**src/hdl/shbp_pkg.sv**
```systemverilog
// ----------------------------------------------------------------------------
// shbp_pkg
// Types, constants and the code table of the static prefix-code byte packer.
// ----------------------------------------------------------------------------
`default_nettype none

package shbp_pkg;

    localparam int CODE_MAX_LEN = 13;
    localparam int CODE_LEN_W   = 4;
    localparam int PEND_W       = 7;
    localparam int PEND_CNT_W   = 3;
    localparam int ACC_W        = PEND_W + CODE_MAX_LEN;

    typedef enum logic [0:0] {
        KIND_SYMBOL = 1'b0,
        KIND_FLUSH  = 1'b1
    } kind_t;

    typedef struct packed {
        kind_t      kind;
        logic [7:0] symbol_char;
    } in_item_t;

    typedef struct packed {
        logic [7:0] out_byte;
        logic       byte_valid;
        logic       symbol_unknown;
        logic       run_last;
    } out_item_t;

    // Code bits are stored first-bit-in-bit-0
    typedef struct packed {
        logic                    known;
        logic [CODE_LEN_W-1:0]   len;
        logic [CODE_MAX_LEN-1:0] bits;
    } code_t;

    function automatic code_t code_lookup(input logic [7:0] ch);
        code_t c;
        c = '0;
        c.known = 1'b1;
        unique case (ch)
            "a": begin c.len = 4'd3;  c.bits = 13'b001;           end
            "b": begin c.len = 4'd8;  c.bits = 13'b00011011;      end
            "c": begin c.len = 4'd10; c.bits = 13'b0010011011;    end
            "d": begin c.len = 4'd7;  c.bits = 13'b0001011;       end
            "e": begin c.len = 4'd4;  c.bits = 13'b0010;          end
            "f": begin c.len = 4'd7;  c.bits = 13'b1011011;       end
            "g": begin c.len = 4'd7;  c.bits = 13'b1001011;       end
            "h": begin c.len = 4'd6;  c.bits = 13'b110000;        end
            "i": begin c.len = 4'd3;  c.bits = 13'b110;           end
            "j": begin c.len = 4'd6;  c.bits = 13'b111011;        end
            "k": begin c.len = 4'd4;  c.bits = 13'b0101;          end
            "l": begin c.len = 4'd4;  c.bits = 13'b0011;          end
            "m": begin c.len = 4'd5;  c.bits = 13'b01101;         end
            "n": begin c.len = 4'd4;  c.bits = 13'b0100;          end
            "o": begin c.len = 4'd4;  c.bits = 13'b1010;          end
            "p": begin c.len = 4'd5;  c.bits = 13'b11101;         end
            "q": begin c.len = 4'd12; c.bits = 13'b101010011011;  end
            "r": begin c.len = 4'd5;  c.bits = 13'b00000;         end
            "s": begin c.len = 4'd4;  c.bits = 13'b1000;          end
            "t": begin c.len = 4'd3;  c.bits = 13'b111;           end
            "u": begin c.len = 4'd4;  c.bits = 13'b1100;          end
            "v": begin c.len = 4'd6;  c.bits = 13'b010000;        end
            "w": begin c.len = 4'd12; c.bits = 13'b001010011011;  end
            "x": begin c.len = 4'd13; c.bits = 13'b0011010011011; end
            "y": begin c.len = 4'd6;  c.bits = 13'b101011;        end
            "z": begin c.len = 4'd12; c.bits = 13'b111010011011;  end
            " ": begin c.len = 4'd9;  c.bits = 13'b110011011;     end
            "0": begin c.len = 4'd3;  c.bits = 13'b101;           end
            "1": begin c.len = 4'd3;  c.bits = 13'b110;           end
            "2": begin c.len = 4'd4;  c.bits = 13'b1000;          end
            "3": begin c.len = 4'd4;  c.bits = 13'b0100;          end
            "4": begin c.len = 4'd4;  c.bits = 13'b1100;          end
            "5": begin c.len = 4'd4;  c.bits = 13'b0000;          end
            "6": begin c.len = 4'd4;  c.bits = 13'b0010;          end
            "7": begin c.len = 4'd4;  c.bits = 13'b1010;          end
            "8": begin c.len = 4'd4;  c.bits = 13'b0001;          end
            "9": begin c.len = 4'd5;  c.bits = 13'b01001;         end
            ",": begin c.len = 4'd2;  c.bits = 13'b11;            end
            default: c.known = 1'b0;
        endcase
        return c;
    endfunction

endpackage

`default_nettype wire

```
**src/hdl/static_huffman_byte_packer.sv**
```systemverilog
// ----------------------------------------------------------------------------
// static_huffman_byte_packer
// Encodes ASCII characters with a fixed variable-length code and packs the
// bits into bytes, first code bit in bit 0.
// ----------------------------------------------------------------------------
// Usage:
//   item_* : input channel (valid/ready). kind selects encode or flush.
//   res_*  : result channel (valid/ready). Each result is a packed byte, or
//            a single unknown-character marker with symbol_unknown set.
//   An encoded character yields 0, 1 or 2 bytes; a flush yields one padded
//   byte if bits are pending, else nothing. run_last marks the final result
//   of an item.
// Path: an accepted item passes the input register, then is encoded into
//   the 2-entry result queue once it has room; its first result is offered
//   from the head of the queue.
// Throughput: one item per cycle as long as the result channel drains; an
//   item producing two bytes needs two result transfers, so long codes
//   lower the item rate, bounded by the single result port.
// Reset: empties the bit accumulator, the input register and the queue.
// Stall: when res_ready is low the queue fills, the input register holds,
//   and item_ready drops; nothing is lost or repeated.
// ----------------------------------------------------------------------------
`default_nettype none

module static_huffman_byte_packer (
    input  wire logic                 clk,
    input  wire logic                 rst_n,
    input  wire logic                 item_valid,
    output logic                      item_ready,
    input  wire shbp_pkg::in_item_t   item_data,
    output logic                      res_valid,
    input  wire logic                 res_ready,
    output shbp_pkg::out_item_t       res_data
);
    import shbp_pkg::*;

    // Input register
    logic      s1_valid_reg;
    in_item_t  s1_data_reg;

    // Bit accumulator
    logic [PEND_W-1:0]     pend_bits_reg, pend_bits_next;
    logic [PEND_CNT_W-1:0] pend_cnt_reg,  pend_cnt_next;

    // Result queue, entry 0 is the head
    out_item_t q_reg [2];
    out_item_t q_next [2];
    logic [1:0] q_cnt_reg, q_cnt_next;

    // Encode path
    code_t              code;
    logic [PEND_W-1:0]  acc;
    logic [ACC_W-1:0]   combined;
    logic [ACC_W-1:0]   remain;
    logic [4:0]         total;
    logic [1:0]         n_push;
    out_item_t          push0, push1;
    logic [PEND_W-1:0]  enc_bits;
    logic [PEND_CNT_W-1:0] enc_cnt;

    logic       pop;
    logic       s1_fire;
    logic [1:0] cnt_after_pop;
    logic [2:0] fill_after;

    // Encode the item held in the input register
    always_comb
    begin
        code     = code_lookup(s1_data_reg.symbol_char);
        acc      = pend_bits_reg & (7'h7F >> (3'd7 - pend_cnt_reg));
        combined = {{CODE_MAX_LEN{1'b0}}, acc}
                 | ({{PEND_W{1'b0}}, code.bits} << pend_cnt_reg);
        total    = {2'b00, pend_cnt_reg} + {1'b0, code.len};
        remain   = '0;
        n_push   = 2'd0;
        push0    = '0;
        push1    = '0;
        enc_bits = acc;
        enc_cnt  = pend_cnt_reg;

        unique case (s1_data_reg.kind)
            KIND_FLUSH:
            begin
                if (pend_cnt_reg != '0)
                begin
                    n_push = 2'd1;
                    push0  = '{out_byte: {1'b0, acc}, byte_valid: 1'b1,
                               symbol_unknown: 1'b0, run_last: 1'b1};
                end
                enc_bits = '0;
                enc_cnt  = '0;
            end
            KIND_SYMBOL:
            begin
                if (!code.known)
                begin
                    n_push = 2'd1;
                    push0  = '{out_byte: 8'h00, byte_valid: 1'b0,
                               symbol_unknown: 1'b1, run_last: 1'b1};
                end
                else
                begin
                    if (total[4])
                        n_push = 2'd2;
                    else if (total[3])
                        n_push = 2'd1;
                    else
                        n_push = 2'd0;
                    push0 = '{out_byte: combined[7:0], byte_valid: 1'b1,
                              symbol_unknown: 1'b0, run_last: (n_push == 2'd1)};
                    push1 = '{out_byte: combined[15:8], byte_valid: 1'b1,
                              symbol_unknown: 1'b0, run_last: 1'b1};
                    remain   = combined >> {n_push, 3'b000};
                    enc_bits = remain[PEND_W-1:0];
                    enc_cnt  = total[PEND_CNT_W-1:0];
                end
            end
            default:
            begin
                n_push = 2'd0;
            end
        endcase
    end

    // Handshake: advance the input register when the queue has room
    always_comb
    begin
        pop           = (q_cnt_reg != 2'd0) && res_ready;
        cnt_after_pop = q_cnt_reg - {1'b0, pop};
        fill_after    = {1'b0, cnt_after_pop} + {1'b0, n_push};
        s1_fire       = s1_valid_reg && (fill_after <= 3'd2);
        item_ready    = !s1_valid_reg || s1_fire;
        res_valid     = (q_cnt_reg != 2'd0);
        res_data      = q_reg[0];
    end

    // Queue update: drop the head on a transfer, then append new results
    always_comb
    begin
        q_next[0]  = q_reg[0];
        q_next[1]  = q_reg[1];
        q_cnt_next = cnt_after_pop;
        if (pop)
            q_next[0] = q_reg[1];
        if (s1_fire)
        begin
            q_cnt_next = fill_after[1:0];
            if (n_push == 2'd2)
            begin
                q_next[0] = push0;
                q_next[1] = push1;
            end
            else if (n_push == 2'd1)
            begin
                if (cnt_after_pop == 2'd0)
                    q_next[0] = push0;
                else
                    q_next[1] = push0;
            end
        end
    end

    // Accumulator next value
    always_comb
    begin
        pend_bits_next = pend_bits_reg;
        pend_cnt_next  = pend_cnt_reg;
        if (s1_fire)
        begin
            pend_bits_next = enc_bits;
            pend_cnt_next  = enc_cnt;
        end
    end

    // Control registers
    always_ff @(posedge clk or negedge rst_n)
    begin
        if (!rst_n)
        begin
            s1_valid_reg  <= 1'b0;
            q_cnt_reg     <= 2'd0;
            pend_bits_reg <= '0;
            pend_cnt_reg  <= '0;
        end
        else
        begin
            if (item_ready)
                s1_valid_reg <= item_valid;
            q_cnt_reg     <= q_cnt_next;
            pend_bits_reg <= pend_bits_next;
            pend_cnt_reg  <= pend_cnt_next;
        end
    end

    // Payload registers
    always_ff @(posedge clk)
    begin
        if (item_ready && item_valid)
            s1_data_reg <= item_data;
        q_reg[0] <= q_next[0];
        q_reg[1] <= q_next[1];
    end

endmodule

`default_nettype wire

```
**config.mk**
```make
export PLATFORM = sky130hd
export DESIGN_NAME = static_huffman_byte_packer
export DESIGN_NICKNAME = d
export VERILOG_FILES = /design/src/hdl/shbp_pkg.sv /design/src/hdl/static_huffman_byte_packer.sv
export SDC_FILE = /design/constraint.sdc
export NUM_CORES = 1
export LEC_CHECK = 0
export BUFFER_PORTS_ARGS = -buffer_cell sky130_fd_sc_hd__buf_2
export CAP_MARGIN = 20
export CELL_PAD_IN_SITES_DETAIL_PLACEMENT = 0
export CELL_PAD_IN_SITES_GLOBAL_PLACEMENT = 2
export CORE_MARGIN = 3
export CORE_UTILIZATION = 41
export CTS_BUF_LIST = sky130_fd_sc_hd__clkbuf_16
export DETAILED_ROUTE_END_ITERATION = 8
export MAX_ROUTING_LAYER = met4
export PLACE_DENSITY_LB_ADDON = 0.1
export SLEW_MARGIN = 20
export SYNTH_ARGS = -nofsm -noshare
export SYNTH_HDL_FRONTEND = slang
export SYNTH_SLANG_ARGS = --single-unit
export TNS_END_PERCENT = 1
```
**constraint.sdc**
```tcl
create_clock -name clk -period 14.2 [get_ports clk]
set_clock_uncertainty 0.2 [all_clocks]
set_input_delay 2.84 -clock clk [delete_from_list [all_inputs] [get_ports clk]]
set_output_delay 2.84 -clock clk [all_outputs]
set_load 0.02 [all_outputs]
```
* After elaboration in Yosys (flattened, before gate mapping) *
Memories as Yosys holds them, arrays and structs flattened.
Cells that the tools add are included.
W data, S select, Z words.

word-level totals
  RAM bits = 22
  bits of input ports = 13
  word-level logic and storage cells = 101
  register bits = 22
  memories = 1

cells by class
  reduce and logical (&&, ||, !) cells = 16
  multiplexer cells = 25
  bitwise gates (word level) = 3
  eq/ne operators = 42
  $add $sub $neg = 4
  shift-type cells = 3
  magnitude comparators = 1

memories
  name   depth  bits a word  read ports  clocked after Yosys merged registers in  wr ports  line                              RTL
  q_reg  2      11           2           0                                        2         static_huffman_byte_packer.sv:46  out_item_t q_reg [2];

operator list
  kind                   number
  $pmux W17 S32          1
  $eq A8 B7 Y1 const B   26
  $eq A8 B6 Y1 const B   12
  $mux W11               6
  $mux W22               3
  $reduce_or A38 Y1      1
  $pmux W11 S2           1
  $or A7 B20 Y20         1
  $shl A13 B3 Y20        1
  $shr A20 B5 Y7         1
  $pmux W7 S2            1
  $reduce_or A2 Y1       6
  $mux W10               1
  $mux W2                5
  $and A7 B7 Y7          1
  $mux W7                1
  $shr A7 B3 Y7 const A  1
  $pmux W3 S2            1
  $add A3 B4 Y5          1
  $eq A2 B1 Y1 const B   2
  $pmux W2 S2            1
  $add A2 B2 Y3          1
  $le A3 B2 Y1 const B   1
  $logic_and A1 B1 Y1    3
  other kinds (13)       15

* Longest topological paths before layout *
  word-level depth = 15
  depth in mapped cells = 25
  gate-level depth less buffers = 21

* Worst setup path before layout *
No wires, ideal clock.

  path type = input-to-output
  start point = input res_ready
  end point = output item_ready
  arrival time = 4891 ps
  required time = 11160 ps
  cell stages on the path = 10
  buffers on the path = 1
  slack = 6269 ps
  cells stage by stage = nand2_1 buf_1 inv_1 ha_1 inv_1 ha_1 inv_1 fa_1 o21ai_0 nand2_1

on the way
  longest elaborated chain between the ends = 6

RTL lines
  what                 line                               RTL
  from (decl)          static_huffman_byte_packer.sv:32   input wire logic res_ready,
  $logic_and A1 B1 Y1  static_huffman_byte_packer.sv:128  pop = (q_cnt_reg != 2'd0) && res_ready;
  $sub A2 B1 Y2        static_huffman_byte_packer.sv:129  cnt_after_pop = q_cnt_reg - {1'b0, pop};
  $add A2 B2 Y3        static_huffman_byte_packer.sv:130  fill_after = {1'b0, cnt_after_pop} + {1'b0, n_push};
  $le A3 B2 Y1         static_huffman_byte_packer.sv:131  s1_fire = s1_valid_reg && (fill_after <= 3'd2);
  $logic_and A1 B1 Y1  static_huffman_byte_packer.sv:131
  $logic_or A1 B1 Y1   static_huffman_byte_packer.sv:132  item_ready = !s1_valid_reg || s1_fire;
  to (decl)            static_huffman_byte_packer.sv:29   output logic item_ready,

No other way between the ends.

* Worst setup path in the final report *
  start point = register s1_data_reg[0] (netlist bit)
  end point = output item_ready

on the way
  longest elaborated chain between the ends = 14
  elaborated cells on any way between the ends = 58

RTL lines
  what                                          line                               RTL
  from (decl)                                   static_huffman_byte_packer.sv:39   in_item_t s1_data_reg;
  from (signal assigned)                        static_huffman_byte_packer.sv:199  s1_data_reg <= item_data;
  $eq A8 B6 Y1 or $eq A8 B7 Y1 (tied branches)  shbp_pkg.sv:43                     unique case (ch)
  $reduce_or A2 Y1 (no line)                    --
  $pmux W17 S32                                 shbp_pkg.sv:43
  $add A3 B4 Y5                                 static_huffman_byte_packer.sv:73   total = {2'b00, pend_cnt_reg} + {1'b0, code.len};
  $mux W1                                       static_huffman_byte_packer.sv:105  else if (total[3])
  $mux W2                                       static_huffman_byte_packer.sv:103  if (total[4])
  $mux W2                                       static_huffman_byte_packer.sv:95   if (!code.known)
  $mux W2                                       static_huffman_byte_packer.sv:81   unique case (s1_data_reg.kind)
  $mux W2 (*)                                   static_huffman_byte_packer.sv:95
  $pmux W2 S2 (*)                               static_huffman_byte_packer.sv:81
  $add A2 B2 Y3 (*)                             static_huffman_byte_packer.sv:130
  $le A3 B2 Y1 (*)                              static_huffman_byte_packer.sv:131
  $logic_and A1 B1 Y1 (*)                       static_huffman_byte_packer.sv:131
  $logic_or A1 B1 Y1 (*)                        static_huffman_byte_packer.sv:132

Mark *: on every way between the ends. The rest lies on a longest branch, timed or not. The select of a mux whose other input is x is not followed.

==> run_results.csv <==
group,metric,value,unit
sta,whs,289,ps
critical_path,worstPathMaxFanout,27,
critical_path,path_cells,"nor4_1 -> a32o_1 -> nor2_1 -> nand4b_1 -> nor3_1 -> nand3_1 -> ha_1 -> o21ai_0 -> nand2b_1 -> mux2i_1 -> buf_4 -> o21ai_1 -> inv_1 -> ha_1 -> inv_1 -> fa_1 -> o21ai_0 -> nand2_1 -> buf_2",
finish,final_core_util,0.451,
place,port_buffers,25,
critical_path,r2r-start,"s1_data_reg[0]$_DFFE_PP_",
drt,drt-total-wl,11700,um
sta,timing.final.crit_period,8480,ps
clocking,clk_latency,290,ps
synth,ys_ff_latch,44,
drt,ant_nets,0,
worst_hold_path,hold_path.class,"reg2reg",
critical_path,crit_slowest_cell,"edfxtp_1",
synth,yosysTopAreaCell,"edfxtp_1",
grt,antenna_found_initial,0,
clocking,clkTransAtPathRegs,70,ps
die,start_util,0.425,
synth,synthCells,460,
clocking,postCtsSetupBuffers,0,
critical_path,start_kind,"flip-flop",
synth,synth_mux_area_frac,0.0644,
critical_path,r2r_end,"q_reg[0][4]$_DFF_P_",
clocking,clockBufferDepth,2,
critical_path,worstSetupPathType,"reg2out",
flow_run,maxCapViolations,0,
sta,drv_slew,0,
finish,fin_area,4190,um2
synth,yosys.area.top_type_share,0.152,
synth,synth-simple-area-share,0.263,
worst_hold_path,holdPathEnd,"pend_bits_reg[2]$_DFFE_PN0P_",
synth,synth_edf_count,20,
pwr,peakVddDrop,0.127,mV
drt,vias_per_cell,6.26,
die,die_h,104,um
die,die_w,104,um
synth,ys_top_cells_by_area,"edfxtp_1 15%, dfrtp_1 8.3%, dfxtp_1 5.6%",
finish,layout-drive-gt1-share,0.163,
finish,syn_to_final_growth,6.19,%
die,die-area,10800,um2
synth,syn_area_per_cell,8.57,um2
place,post_dp_cell_area,4010,um2
drt,wl_per_cell,20.1,um
place,place_hpwl,8570,um
sta,setup_viol,0,
synth,synth-xor-area-share,0.0111,
sta,slew_headroom,0.387,
synth,syn-num-nets,482,
critical_path,path_buf_inv,4,
critical_path,critical-path-top-delay-family,"simple AND/OR/NAND/NOR gates",
outcome,status,"finished clean",
drt,drt_iter0_drc,347,
clocking,cts_made_buffers,5,
clocking,postCtsHoldBufs,0,
sta,final-hold-violation-count,0,
grt,grt_usage,0.221,
clocking,cts_tree,"built",
sta,rsz0062_at_grt,"no",
place,gp_congestion,0.881,
finish,nets,476,
synth,synthAdderAreaFrac,0.0324,
grt,grt_pass1_wl,18900,um
synth,synthesis.area,3940,um2
sta,fin_crit_sh,0.597,
critical_path,ff2ff_setup_slack,8170,ps
critical_path,cp.arrival,5440,ps
worst_hold_path,hp-start,"pend_bits_reg[2]$_DFFE_PN0P_",
drt,vias,3653,
pwr,p_per_area,207,nW/um2
synth,synth_cell_types,85,
die,core,9280,um2
worst_hold_path,hold_depth,1,
finish,n_antenna_cell,0,
critical_path,critPathCaptureType,"output pin",
sta,finalSetupTns,0,ps
pwr,finalPower,0.865,mW
die,num_io_pins,26,
clocking,cts.sinks,44,
synth,synth_compound_gate_area_share,0.254,
synth,ys.warnings.count,0,
finish,fill_cells,942,
synth,async_reset_ff_frac,0.295,
critical_path,crit_required,11160,ps
critical_path,critPathMaxStageDelay,920,ps
synth,yosysSeqAreaShare,0.291,
drt,dr.pass1.iters,5,
finish,regArea,1150,um2
grt,grt_overflow_total,0,
finish,multi_input_area,2460,um2
clocking,root_buffer,"clkbuf_16",
grt,grt_pass1_vias,3389,
sta,worst_slew_pin_slew,911,ps
drt,drc_errors,0,
synth,synth_ff_type,"edfxtp_1",
clocking,ctsResizeCount,0,
pwr,leakage,1.62,nW
grt,grt_max_degree,34,
clocking,htreeDepth,2,
sta,max_freq,118,MHz
die,row_count,35,
synth,synth_top_family_by_area,"simple AND/OR/NAND/NOR gates",
critical_path,r2r_cells,22,
finish,largest_register_ffs,22,
==> worst register-to-register path, delay by kind of cell (launching register included) <==
kind / cells / cell delay [ps]
simple gates: 7 / 1660
compound gates: 7 / 1470
fa+ha+maj: 3 / 1000
flops: 1 / 920
buf+inv: 4 / 590
mux: 1 / 70
==> final cells by class <==
| type | instances | area share |
|---|---|---|
| Clock buffer | 5 | 0.0299 |
| Clock inverter | 3 | 0.0111 |
| Inverter | 16 | 0.0143 |
| Multi-Input combinational cell | 354 | 0.588 |
| Sequential cell | 44 | 0.274 |
| Tap cell | 129 | 0.0386 |
| Timing Repair Buffer | 33 | 0.0442 |
==> Yosys cell counts, drive strengths merged, types with 9 or more instances <==
cell    count
nand2      35
o21ai      32
buf        31
nor2       30
a21oi      22
nand3      22
edfxtp     20
clkbuf     15
inv        14
dfrtp      13
mux2i      13
a211oi     12
nor3       12
dfxtp      11
and2        9
nor2b       9
==> per-layer routing <==
layer,vias up,GRT usage,wire length [um]
li1,1736,-,-
met1,1762,0.330,5770
met2,142,0.305,4970
met3,13,0.0403,847
met4,0,0.0541,151
met5,-,-,0
==> how the worst max path moves through the flow <==
stage,depth (start not counted),to,startpoint
floorplan,10,item_ready,res_ready
global placement,11,item_ready,res_ready
detailed placement,11,item_ready,res_ready
CTS,11,item_ready,res_ready
global route,19,item_ready,s1_data_reg[0]$_DFFE_PP_
finish,19,item_ready,s1_data_reg[0]$_DFFE_PP_
==> power breakdown <==
group          switching, mW  internal (mW)  total, mW
clock                 0.0558         0.0838      0.140
sequential            0.0607          0.195      0.256
combinational          0.301          0.169      0.470
==> placed cells by master, fill, tap and decap left out, drive strengths merged, types with 7 or more instances in the layout <==
cell type	Yosys	routed
o31ai	7	7
dfxtp	11	11
nand3	22	22
and2	9	9
o21ai	32	32
buf	31	33
a21oi	22	22
nor3	12	12
dfrtp	13	13
mux2i	13	13
o2bb2ai	7	7
nand2	35	35
inv	14	15
nand2b	7	7
a211oi	12	12
mux2	7	7
nor2	30	30
edfxtp	20	20
nor2b	9	9
ha	7	7
==> stage by stage <==
| stage | worst slack, ps | std cells |
|---|---|---|
| after global routing | 5320 | 584 |
| after detailed placement | 5680 | 576 |
| after floorplan | 6270 | 460 |
| after global placement | 5750 | 576 |
| after CTS | 5670 | 584 |
| final | 5720 | 584 |
==> cell families (layout without fill, tap and decap cells) <==
kind of cell | after synthesis | after routing
AO/OA/AOI/OAI | 140 | 140
XOR/XNOR | 5 | 5
adder cells (fa/ha/maj) | 9 | 9
buffers and inverters | 62 | 57
flip-flops | 44 | 44
multiplexers | 22 | 22
AND/OR/NAND/NOR | 178 | 178
No activity file was read; power rests on OpenSTA's default activity.
